==> config.mk <==
export PLATFORM = sky130hd
export DESIGN_NAME = hostname_port_validator
export DESIGN_NICKNAME = d
export VERILOG_FILES = /design/src/rtl/core/hpv_pkg.sv /design/src/rtl/core/hpv_step.sv /design/src/rtl/core/hostname_port_validator.sv
export SDC_FILE = /design/constraint.sdc
export NUM_CORES = 1
export LEC_CHECK = 0
export ABC_AREA = 1
export BUFFER_PORTS_ARGS = -buffer_cell sky130_fd_sc_hd__buf_2
export CORE_UTILIZATION = 30
export CTS_CLUSTER_DIAMETER = 60
export DETAILED_ROUTE_END_ITERATION = 10
export PLACE_DENSITY = 0.48
export SYNTH_ARGS = -nofsm -noshare
export SYNTH_HDL_FRONTEND = slang
export SYNTH_SLANG_ARGS = --single-unit
==> constraint.sdc <==
create_clock -name clk_i -period 3.1 [get_ports clk_i]
set_input_delay 0 -clock clk_i [delete_from_list [all_inputs] [get_ports clk_i]]
set_output_delay 0 -clock clk_i [all_outputs]
set_load 0.03 [all_outputs]
==> src/rtl/core/hpv_pkg.sv <==
// Shared types, constants and character classes for the host/port validator.
package hpv_pkg;

  localparam logic [7:0] CH_NUL    = 8'h00;
  localparam logic [7:0] CH_HYPHEN = 8'h2D;
  localparam logic [7:0] CH_DOT    = 8'h2E;
  localparam logic [7:0] CH_COLON  = 8'h3A;

  localparam logic [5:0] MAX_LABEL_RST = 6'd63;
  localparam logic [7:0] MAX_NAME_RST  = 8'd253;

  localparam logic CFG_MAX_LABEL = 1'b0;
  localparam logic CFG_MAX_NAME  = 1'b1;

  typedef enum logic [3:0] {
    PH_NAME        = 4'b0001,
    PH_PORT_FIRST  = 4'b0010,
    PH_PORT_DIGITS = 4'b0100,
    PH_PORT_TAIL   = 4'b1000
  } phase_e;

  typedef struct packed {
    phase_e      phase;
    logic [5:0]  label_cnt;
    logic [7:0]  name_cnt;
    logic [15:0] port;
    logic        failed;
  } state_t;

  typedef struct packed {
    logic        valid_res;
    logic [7:0]  name_length;
    logic [15:0] port_number;
  } result_t;

  localparam state_t STATE_RESET = '{
    phase:     PH_NAME,
    label_cnt: 6'd0,
    name_cnt:  8'd0,
    port:      16'd0,
    failed:    1'b0
  };

  function automatic logic is_digit(input logic [7:0] c);
    return (c >= 8'h30) && (c <= 8'h39);
  endfunction

  function automatic logic is_name_char(input logic [7:0] c);
    return ((c >= 8'h61) && (c <= 8'h7A)) ||
           ((c >= 8'h41) && (c <= 8'h5A)) ||
           is_digit(c) || (c == CH_HYPHEN);
  endfunction

endpackage

==> src/rtl/core/hpv_step.sv <==
// Next-state and result logic for one byte of the host string.
module hpv_step (
  input  hpv_pkg::state_t  cur_i,
  input  logic [7:0]       char_i,
  input  logic [5:0]       max_label_i,
  input  logic [7:0]       max_name_i,
  output hpv_pkg::state_t  nxt_o,
  output logic             emit_o,
  output hpv_pkg::result_t res_o
);

  logic ok;
  logic forced;
  logic label_full;

  assign forced     = cur_i.name_cnt >= max_name_i;
  assign label_full = ({1'b0, cur_i.label_cnt} + 7'd1) > {1'b0, max_label_i};
  assign ok         = !cur_i.failed && (cur_i.phase != hpv_pkg::PH_PORT_FIRST);

  always_comb begin
    nxt_o  = cur_i;
    emit_o = 1'b0;
    res_o  = '0;
    if (char_i == hpv_pkg::CH_NUL) begin
      emit_o            = 1'b1;
      res_o.valid_res   = ok;
      res_o.name_length = ok ? cur_i.name_cnt : 8'd0;
      res_o.port_number = ok ? cur_i.port : 16'd0;
      nxt_o             = hpv_pkg::STATE_RESET;
    end else if (!cur_i.failed) begin
      unique case (cur_i.phase)
        hpv_pkg::PH_NAME: begin
          if (!forced && char_i == hpv_pkg::CH_DOT) begin
            if (cur_i.label_cnt == 6'd0) begin
              nxt_o.failed = 1'b1;
            end else begin
              nxt_o.label_cnt = 6'd0;
              nxt_o.name_cnt  = cur_i.name_cnt + 8'd1;
            end
          end else if (!forced && hpv_pkg::is_name_char(char_i)) begin
            if (label_full) begin
              nxt_o.failed = 1'b1;
            end else begin
              nxt_o.label_cnt = cur_i.label_cnt + 6'd1;
              nxt_o.name_cnt  = cur_i.name_cnt + 8'd1;
            end
          end else if (char_i == hpv_pkg::CH_COLON) begin
            nxt_o.phase = hpv_pkg::PH_PORT_FIRST;
          end else begin
            nxt_o.failed = 1'b1;
          end
        end
        hpv_pkg::PH_PORT_FIRST: begin
          if (hpv_pkg::is_digit(char_i)) begin
            nxt_o.port  = {12'd0, char_i[3:0]};
            nxt_o.phase = hpv_pkg::PH_PORT_DIGITS;
          end else begin
            nxt_o.failed = 1'b1;
          end
        end
        hpv_pkg::PH_PORT_DIGITS: begin
          if (hpv_pkg::is_digit(char_i)) begin
            // port * 10 + digit, wraps at 16 bits
            nxt_o.port = {cur_i.port[12:0], 3'b000} + {cur_i.port[14:0], 1'b0}
                       + {12'd0, char_i[3:0]};
          end else begin
            nxt_o.phase = hpv_pkg::PH_PORT_TAIL;
          end
        end
        hpv_pkg::PH_PORT_TAIL: begin
          nxt_o = cur_i;
        end
        default: begin
          nxt_o = cur_i;
        end
      endcase
    end
  end

endmodule

==> src/rtl/core/hostname_port_validator.sv <==
// Top level of the host/port validator: config, input, state and result registers.
// Bytes of a host string enter one per cycle. Each accepted byte sits in the input
// register until it is applied to the parse state; only the stall below delays that.
// The zero byte that ends a string passes through the input register; when it is
// applied, the same edge loads one result (valid flag, name length, port) into the
// output register and out_valid_o rises. One byte per cycle is sustained. The input
// stalls only while a zero byte in the input register finds the output register
// holding a result that is not taken in that cycle; the bytes behind it wait with it.
module hostname_port_validator (
  input  logic        clk_i,
  input  logic        rst_ni,
  input  logic        cfg_we_i,
  input  logic        cfg_idx_i,
  input  logic [7:0]  cfg_data_i,
  input  logic        in_valid_i,
  output logic        in_ready_o,
  input  logic [7:0]  character_i,
  output logic        out_valid_o,
  input  logic        out_ready_i,
  output logic        valid_res_o,
  output logic [7:0]  name_length_o,
  output logic [15:0] port_number_o
);

  logic [5:0]       max_label_q;
  logic [7:0]       max_name_q;
  logic             in_vld_q, in_vld_d;
  logic [7:0]       char_q;
  hpv_pkg::state_t  state_q, state_d;
  logic             out_vld_q, out_vld_d;
  hpv_pkg::result_t res_q, res_d;
  logic             emit;
  logic             adv;
  logic             in_acc;

  always_ff @(posedge clk_i or negedge rst_ni) begin
    if (!rst_ni) begin
      max_label_q <= hpv_pkg::MAX_LABEL_RST;
      max_name_q  <= hpv_pkg::MAX_NAME_RST;
    end else if (cfg_we_i) begin
      unique case (cfg_idx_i)
        hpv_pkg::CFG_MAX_LABEL: max_label_q <= cfg_data_i[5:0];
        hpv_pkg::CFG_MAX_NAME:  max_name_q  <= cfg_data_i;
        default: ;
      endcase
    end
  end

  hpv_step u_step (
    .cur_i       (state_q),
    .char_i      (char_q),
    .max_label_i (max_label_q),
    .max_name_i  (max_name_q),
    .nxt_o       (state_d),
    .emit_o      (emit),
    .res_o       (res_d)
  );

  assign adv        = in_vld_q && (!emit || !out_vld_q || out_ready_i);
  assign in_ready_o = !in_vld_q || adv;
  assign in_acc     = in_valid_i && in_ready_o;
  assign in_vld_d   = in_ready_o ? in_valid_i : in_vld_q;
  assign out_vld_d  = (adv && emit) ? 1'b1 : (out_ready_i ? 1'b0 : out_vld_q);

  always_ff @(posedge clk_i or negedge rst_ni) begin
    if (!rst_ni) begin
      in_vld_q  <= 1'b0;
      out_vld_q <= 1'b0;
      state_q   <= hpv_pkg::STATE_RESET;
    end else begin
      in_vld_q  <= in_vld_d;
      out_vld_q <= out_vld_d;
      if (adv) begin
        state_q <= state_d;
      end
    end
  end

  always_ff @(posedge clk_i) begin
    if (in_acc) begin
      char_q <= character_i;
    end
    if (adv && emit) begin
      res_q <= res_d;
    end
  end

  assign out_valid_o   = out_vld_q;
  assign valid_res_o   = res_q.valid_res;
  assign name_length_o = res_q.name_length;
  assign port_number_o = res_q.port_number;

  a_fail_zero: assert property (@(posedge clk_i) disable iff (!rst_ni)
    out_vld_q && !res_q.valid_res |-> res_q.name_length == 8'd0 && res_q.port_number == 16'd0)
    else $error("rejected string carries nonzero length or port");

  a_clear_after_end: assert property (@(posedge clk_i) disable iff (!rst_ni)
    adv && emit |=> state_q == hpv_pkg::STATE_RESET)
    else $error("parse state not cleared after end of string");

  a_byte_no_stall: assert property (@(posedge clk_i) disable iff (!rst_ni)
    in_vld_q && (char_q != hpv_pkg::CH_NUL) |-> in_ready_o)
    else $error("ordinary byte stalled the input");

  a_emit_loads_out: assert property (@(posedge clk_i) disable iff (!rst_ni)
    adv && emit |=> out_vld_q)
    else $error("end of string did not load a result");

endmodule
### Yosys cells after proc, flatten, opt, wreduce, memory -nomap -nowiden

Index checks and enable logic that the tools add are counted.

* word-level logic and storage cells: 102
* bits in registers: 84
* input bits: 22
* output and inout port bits: 27

* bitwise operators: 1
* muxes and demuxes: 26
* equal/unequal tests: 16
* reductions and logical operators: 33
* $lt $le $gt $ge: 8
* add/subtract/negate cells: 5

Operators with widths (count)
* $mux 14: 5
* $mux 35: 2
* $mux 16: 2
* $pmux 16 s2: 1
* $eq 8x6->1 const B: 3
* $mux 4: 5
* $add 16x16->16: 1
* $add 16x4->16: 1
* $ge 8x7->1 const B: 2
* $le 8x7->1 const B: 2
* $ne 3x2->1 const B: 4
* $pmux 4 s3: 1
* $logic_and 1x1->1: 9
* $mux 1: 9
* $ne 3x1->1 const B: 3
* $add 8x1->8 const B: 1
* $ge 8x6->1 const B: 1
* $ge 8x8->1: 1
* $le 8x6->1 const B: 1
* $logic_not 8->1: 1
* $reduce_and 8->1: 1
* $add 6x1->7 const B: 1
* $gt 7x6->1: 1
* $add 6x1->6 const B: 1
* 17 further kinds: 30

### Depth between registers and ports, before layout

* depth after elaboration: 11
* gate-level depth with buffers: 18
* depth with buffers taken out: 18

### Hierarchy

From an unflattened synthesis, not the netlist that was laid out.

* cell total of the unflattened synthesis: 801
* area, all modules: 5924.4 µm²

Modules (own cells, without submodules)
* hostname_port_validator: times used 1, area an instance 3022.9 µm², seq. area each 2284.7 µm², cells each 251
* hpv_step: times used 1, area an instance 2901.5 µm², seq. area each 0.0 µm², cells each 550

### Least setup slack after synthesis

OpenSTA, ideal clock, no wires.

* path kind: register to register
* from: reg char_q[3]
* to: reg state_q[14] in the netlist's numbering
* stages on the path, launching flop included: 11
* library setup time: 128 ps
* path buffers: 0
* data arrival time: 2311 ps
* required time: 2972 ps
* setup slack: 661 ps
* period minus slack after synthesis: 2439 ps
* path through: edfxtp_1 -> fa_1 -> ha_1 -> nand3_1 -> nand2_1 -> a21boi_0 -> o21ai_0 -> nor2_1 -> o21ai_0 -> xor2_1 -> o22ai_1

* cells in the longest elaborated chain, start to end: 7
* elaborated cells between the ends (all ways): 19
* those cells by class: 1 x add/sub; 2 x order compare; 3 x eq/ne; 5 x mux; 8 x reduce/logical

RTL lines
* start: declaration: RTL line hostname_port_validator.sv:28 `logic [7:0] char_q;`
* start signal: assignment: RTL line hostname_port_validator.sv:81 `char_q <= character_i;`
* branches (longest 7 deep; another with $add 16x4->16)
* end signal: assignment: RTL line hostname_port_validator.sv:69 `state_q <= hpv_pkg::STATE_RESET;`
* end signal: assignment: RTL line hostname_port_validator.sv:74 `state_q <= state_d;`
* end: declaration: RTL line hostname_port_validator.sv:29 `hpv_pkg::state_t state_q, state_d;`

Parallel ways; which one is timed is not known. The select of a mux whose other input is x is not followed.
A chain may end at the register's enable or synchronous reset.

### Final worst setup path

* from: reg char_q[3]
* to: reg state_q[12] in the netlist's numbering

Same word-level chain as after synthesis.

==> flow_metrics.tcl <==
set metrics [dict create \
    rows 46 \
    finalCritPeriodShare_pct 86.6 \
    via_per_inst 4.47 \
    coreArea_um2 15800 \
    synth_area_leader_cell "edfxtp_1" \
    dp_cells 815 \
    gr-total-overflow 0 \
    worstSetupPathType "reg2reg" \
    grt_setup_unrepaired "no" \
    dr.pass1.iters 4 \
    layout_commonest_cell "nand2_1" \
    synth_edf_count 33 \
    hp-start "cfg_we_i" \
    rrSetupSlack_ns 0.42 \
    syn-num-nets 620 \
    drive_above_1_share_pct 16.1 \
    fin_ws_ns 0.416 \
    post-route-drc-count 0 \
    antenna_found_initial 0 \
    grt_pass1_vias 3658 \
    r2r_cells 9 \
    required_ns 3.32 \
    grt_pass1_wl_um 17600 \
    finalClockSkew_ns 0.00686 \
    ir_drop_v 0.000282 \
    yosys_warnings 0 \
    wl_per_cell_um 12.1 \
    syn_area_um2 4860 \
    path_clk_slew_ns 0.06 \
    grtUsageTotal_pct 13.6 \
    cts_tree "done" \
    min_path_cells 4 \
    synth.area.top_cells "edfxtp_1 20%, dfrtp_1 19%, ha_1 11%" \
    synth_cell_types 39 \
    setup_violations 0 \
    cts_buffer_depth 2 \
    instances_no_fill 850 \
    antennaDiodeCount 0 \
    cellPowerDensity_nw_per_um2 717 \
    wl_um 10300 \
    r2r_end "state_q[12]" \
    worst_slew_pin_slew_ns 0.812 \
    fmaxAchievable_mhz 373 \
    drv_cap 0 \
    routabilityCongestion 0.834 \
    ys_ff_latch 84 \
    crit_fanout 5 \
    leakage_nw 2.71 \
    finalCriticalPeriod_ns 2.68 \
    clk_latency_ns 0.35 \
    end_kind "flop" \
    drt_iter0_drc 276 \
    dp_slack_ns 0.427 \
    cts_sinks 84 \
    grt_max_degree 37 \
    die_w_um 129 \
    synth.top_cell.area_share_pct 20.4 \
    hp-class "in2reg" \
    synth.avg_cell_area_um2 8.79 \
    finalHoldViolations 0 \
    place_hpwl_um 7780 \
    synthToLayoutAreaGrowth_pct 20.5 \
    min_delay_worst_endpoint "max_label_q[2]" \
    htreeDepth 3 \
    fp.dieH_um 129 \
    slew_violations 0 \
    maxSlewHeadroom_pct 45.8 \
    async_flop_share_pct 60.7 \
    root_buffer "clkbuf_16" \
    post_cts_resized 0 \
    cp_data_arrival_time_ns 2.91 \
    place.port_buffers 48 \
    ys.flop_type "dfrtp_1" \
    nets 696 \
    final_cell_mix "97 x nand2_1, 82 x inv_1, 59 x nor2_1" \
    synth_seq_area_share_pct 47.0 \
    dr_total_vias 3802 \
    io_pins 49 \
    cp-start-kind "flop" \
    fin_setup_tns_ns 0 \
    dieArea_um2 16700 \
    total_power_mw 4.20 \
    outcome "complete, no violations" \
    initial_core_util_pct 30.7 \
    ant_nets 0 \
    reg2reg_from "char_q[3]" \
    numCtsBuffers 9 \
    fin_hold_ws_ns 0.121 \
    syn_inst 553 \
]
report_power, final:
group | total [mW] | switching, mW | internal (mW)
sequential | 1.45 | 0.140 | 1.31
clock | 1.08 | 0.458 | 0.623
combinational | 1.67 | 0.982 | 0.689
total | 4.20 | 1.58 | 2.62
registers in the layout, indices dropped and copies added (netlist names):
name / flops
name_length_o: 8
out_valid_o: 1
in_vld_q: 1
max_name_q: 8
port_number_o: 16
char_q: 8
max_label_q: 6
state_q: 35
valid_res_o: 1
per-stage QoR:
stage                     utilization, %  area (µm²)
after floorplan                        -        4860
after global placement              34.0        5370
after detailed placement            34.0        5370
after CTS                           37.0        5860
after global routing                37.0        5860
final                               37.0        5860
critical path, cell delays in order, from the launching register on:
cell      delay, ns
edfxtp_1       0.49
fa_1           0.47
ha_1           0.34
a21oi_1        0.14
nand2_1        0.09
a21boi_0       0.33
o21ai_0        0.23
a21oi_1        0.21
xor2_1         0.16
o22ai_1        0.09
final cells by class:
type / instances / area [µm²]
multi-input cells: 373 / 2200
clock inverters: 6 / 65.1
clock buffers: 10 / 229
fillers: 1607 / 9970
inverters: 88 / 330
well taps: 216 / 270
repair buffers: 73 / 475
flip-flops and latches: 84 / 2280
synth_stat cells, types with 4 or more instances:
| cell | number |
|---|---|
| clkbuf_1 | 5 |
| o22ai_1 | 10 |
| ha_1 | 43 |
| dfstp_2 | 14 |
| inv_2 | 6 |
| xor2_1 | 13 |
| o31ai_1 | 4 |
| inv_1 | 82 |
| nand3_1 | 34 |
| o21ai_0 | 37 |
| o21ai_1 | 5 |
| nand4_1 | 8 |
| nor2_1 | 59 |
| xnor2_1 | 5 |
| nand2_1 | 97 |
| nor3_1 | 7 |
| edfxtp_1 | 33 |
| dfrtp_1 | 37 |
| a21oi_1 | 23 |
worst max-delay path by stage:
| stage | startpoint | to | cells past startpoint |
|---|---|---|---|
| floorplan | char_q[3] | state_q[14] | 10 |
| detailed placement | char_q[3] | state_q[12] | 9 |
| CTS | char_q[3] | state_q[12] | 9 |
| global route | state_q[25] | state_q[21] | 16 |
| finish | char_q[3] | state_q[12] | 9 |
| global placement | char_q[3] | state_q[12] | 9 |
cell families (layout without fill, tap and decap cells):
family | after synthesis | in the layout | synth area share, %
xor gates and xnor gates | 18 | 18 | 3.24
and+or+nand+nor | 218 | 218 | 19.5
adders and majority gates | 45 | 45 | 11.9
DFF | 84 | 84 | 47.0
buffers and inverters | 96 | 177 | 7.67
AOI/OAI and AO/OA | 92 | 92 | 10.7
routing by layer:
metal	GRT usage, %	up-vias	routed length, µm
li1	-	1982	-
met1	18.2	1744	5240
met2	21.0	63	4490
met3	2.64	13	333
met4	6.92	0	246
met5	0	-	0
what timing repair did:
item                                    in CTS  in global routing
hold buffers                                19                  0
endpoints found under the setup margin       0                  0
endpoints found under the hold margin       45                  0
buffers inserted                             0                  0
Power figures use the tool's default switching activity.
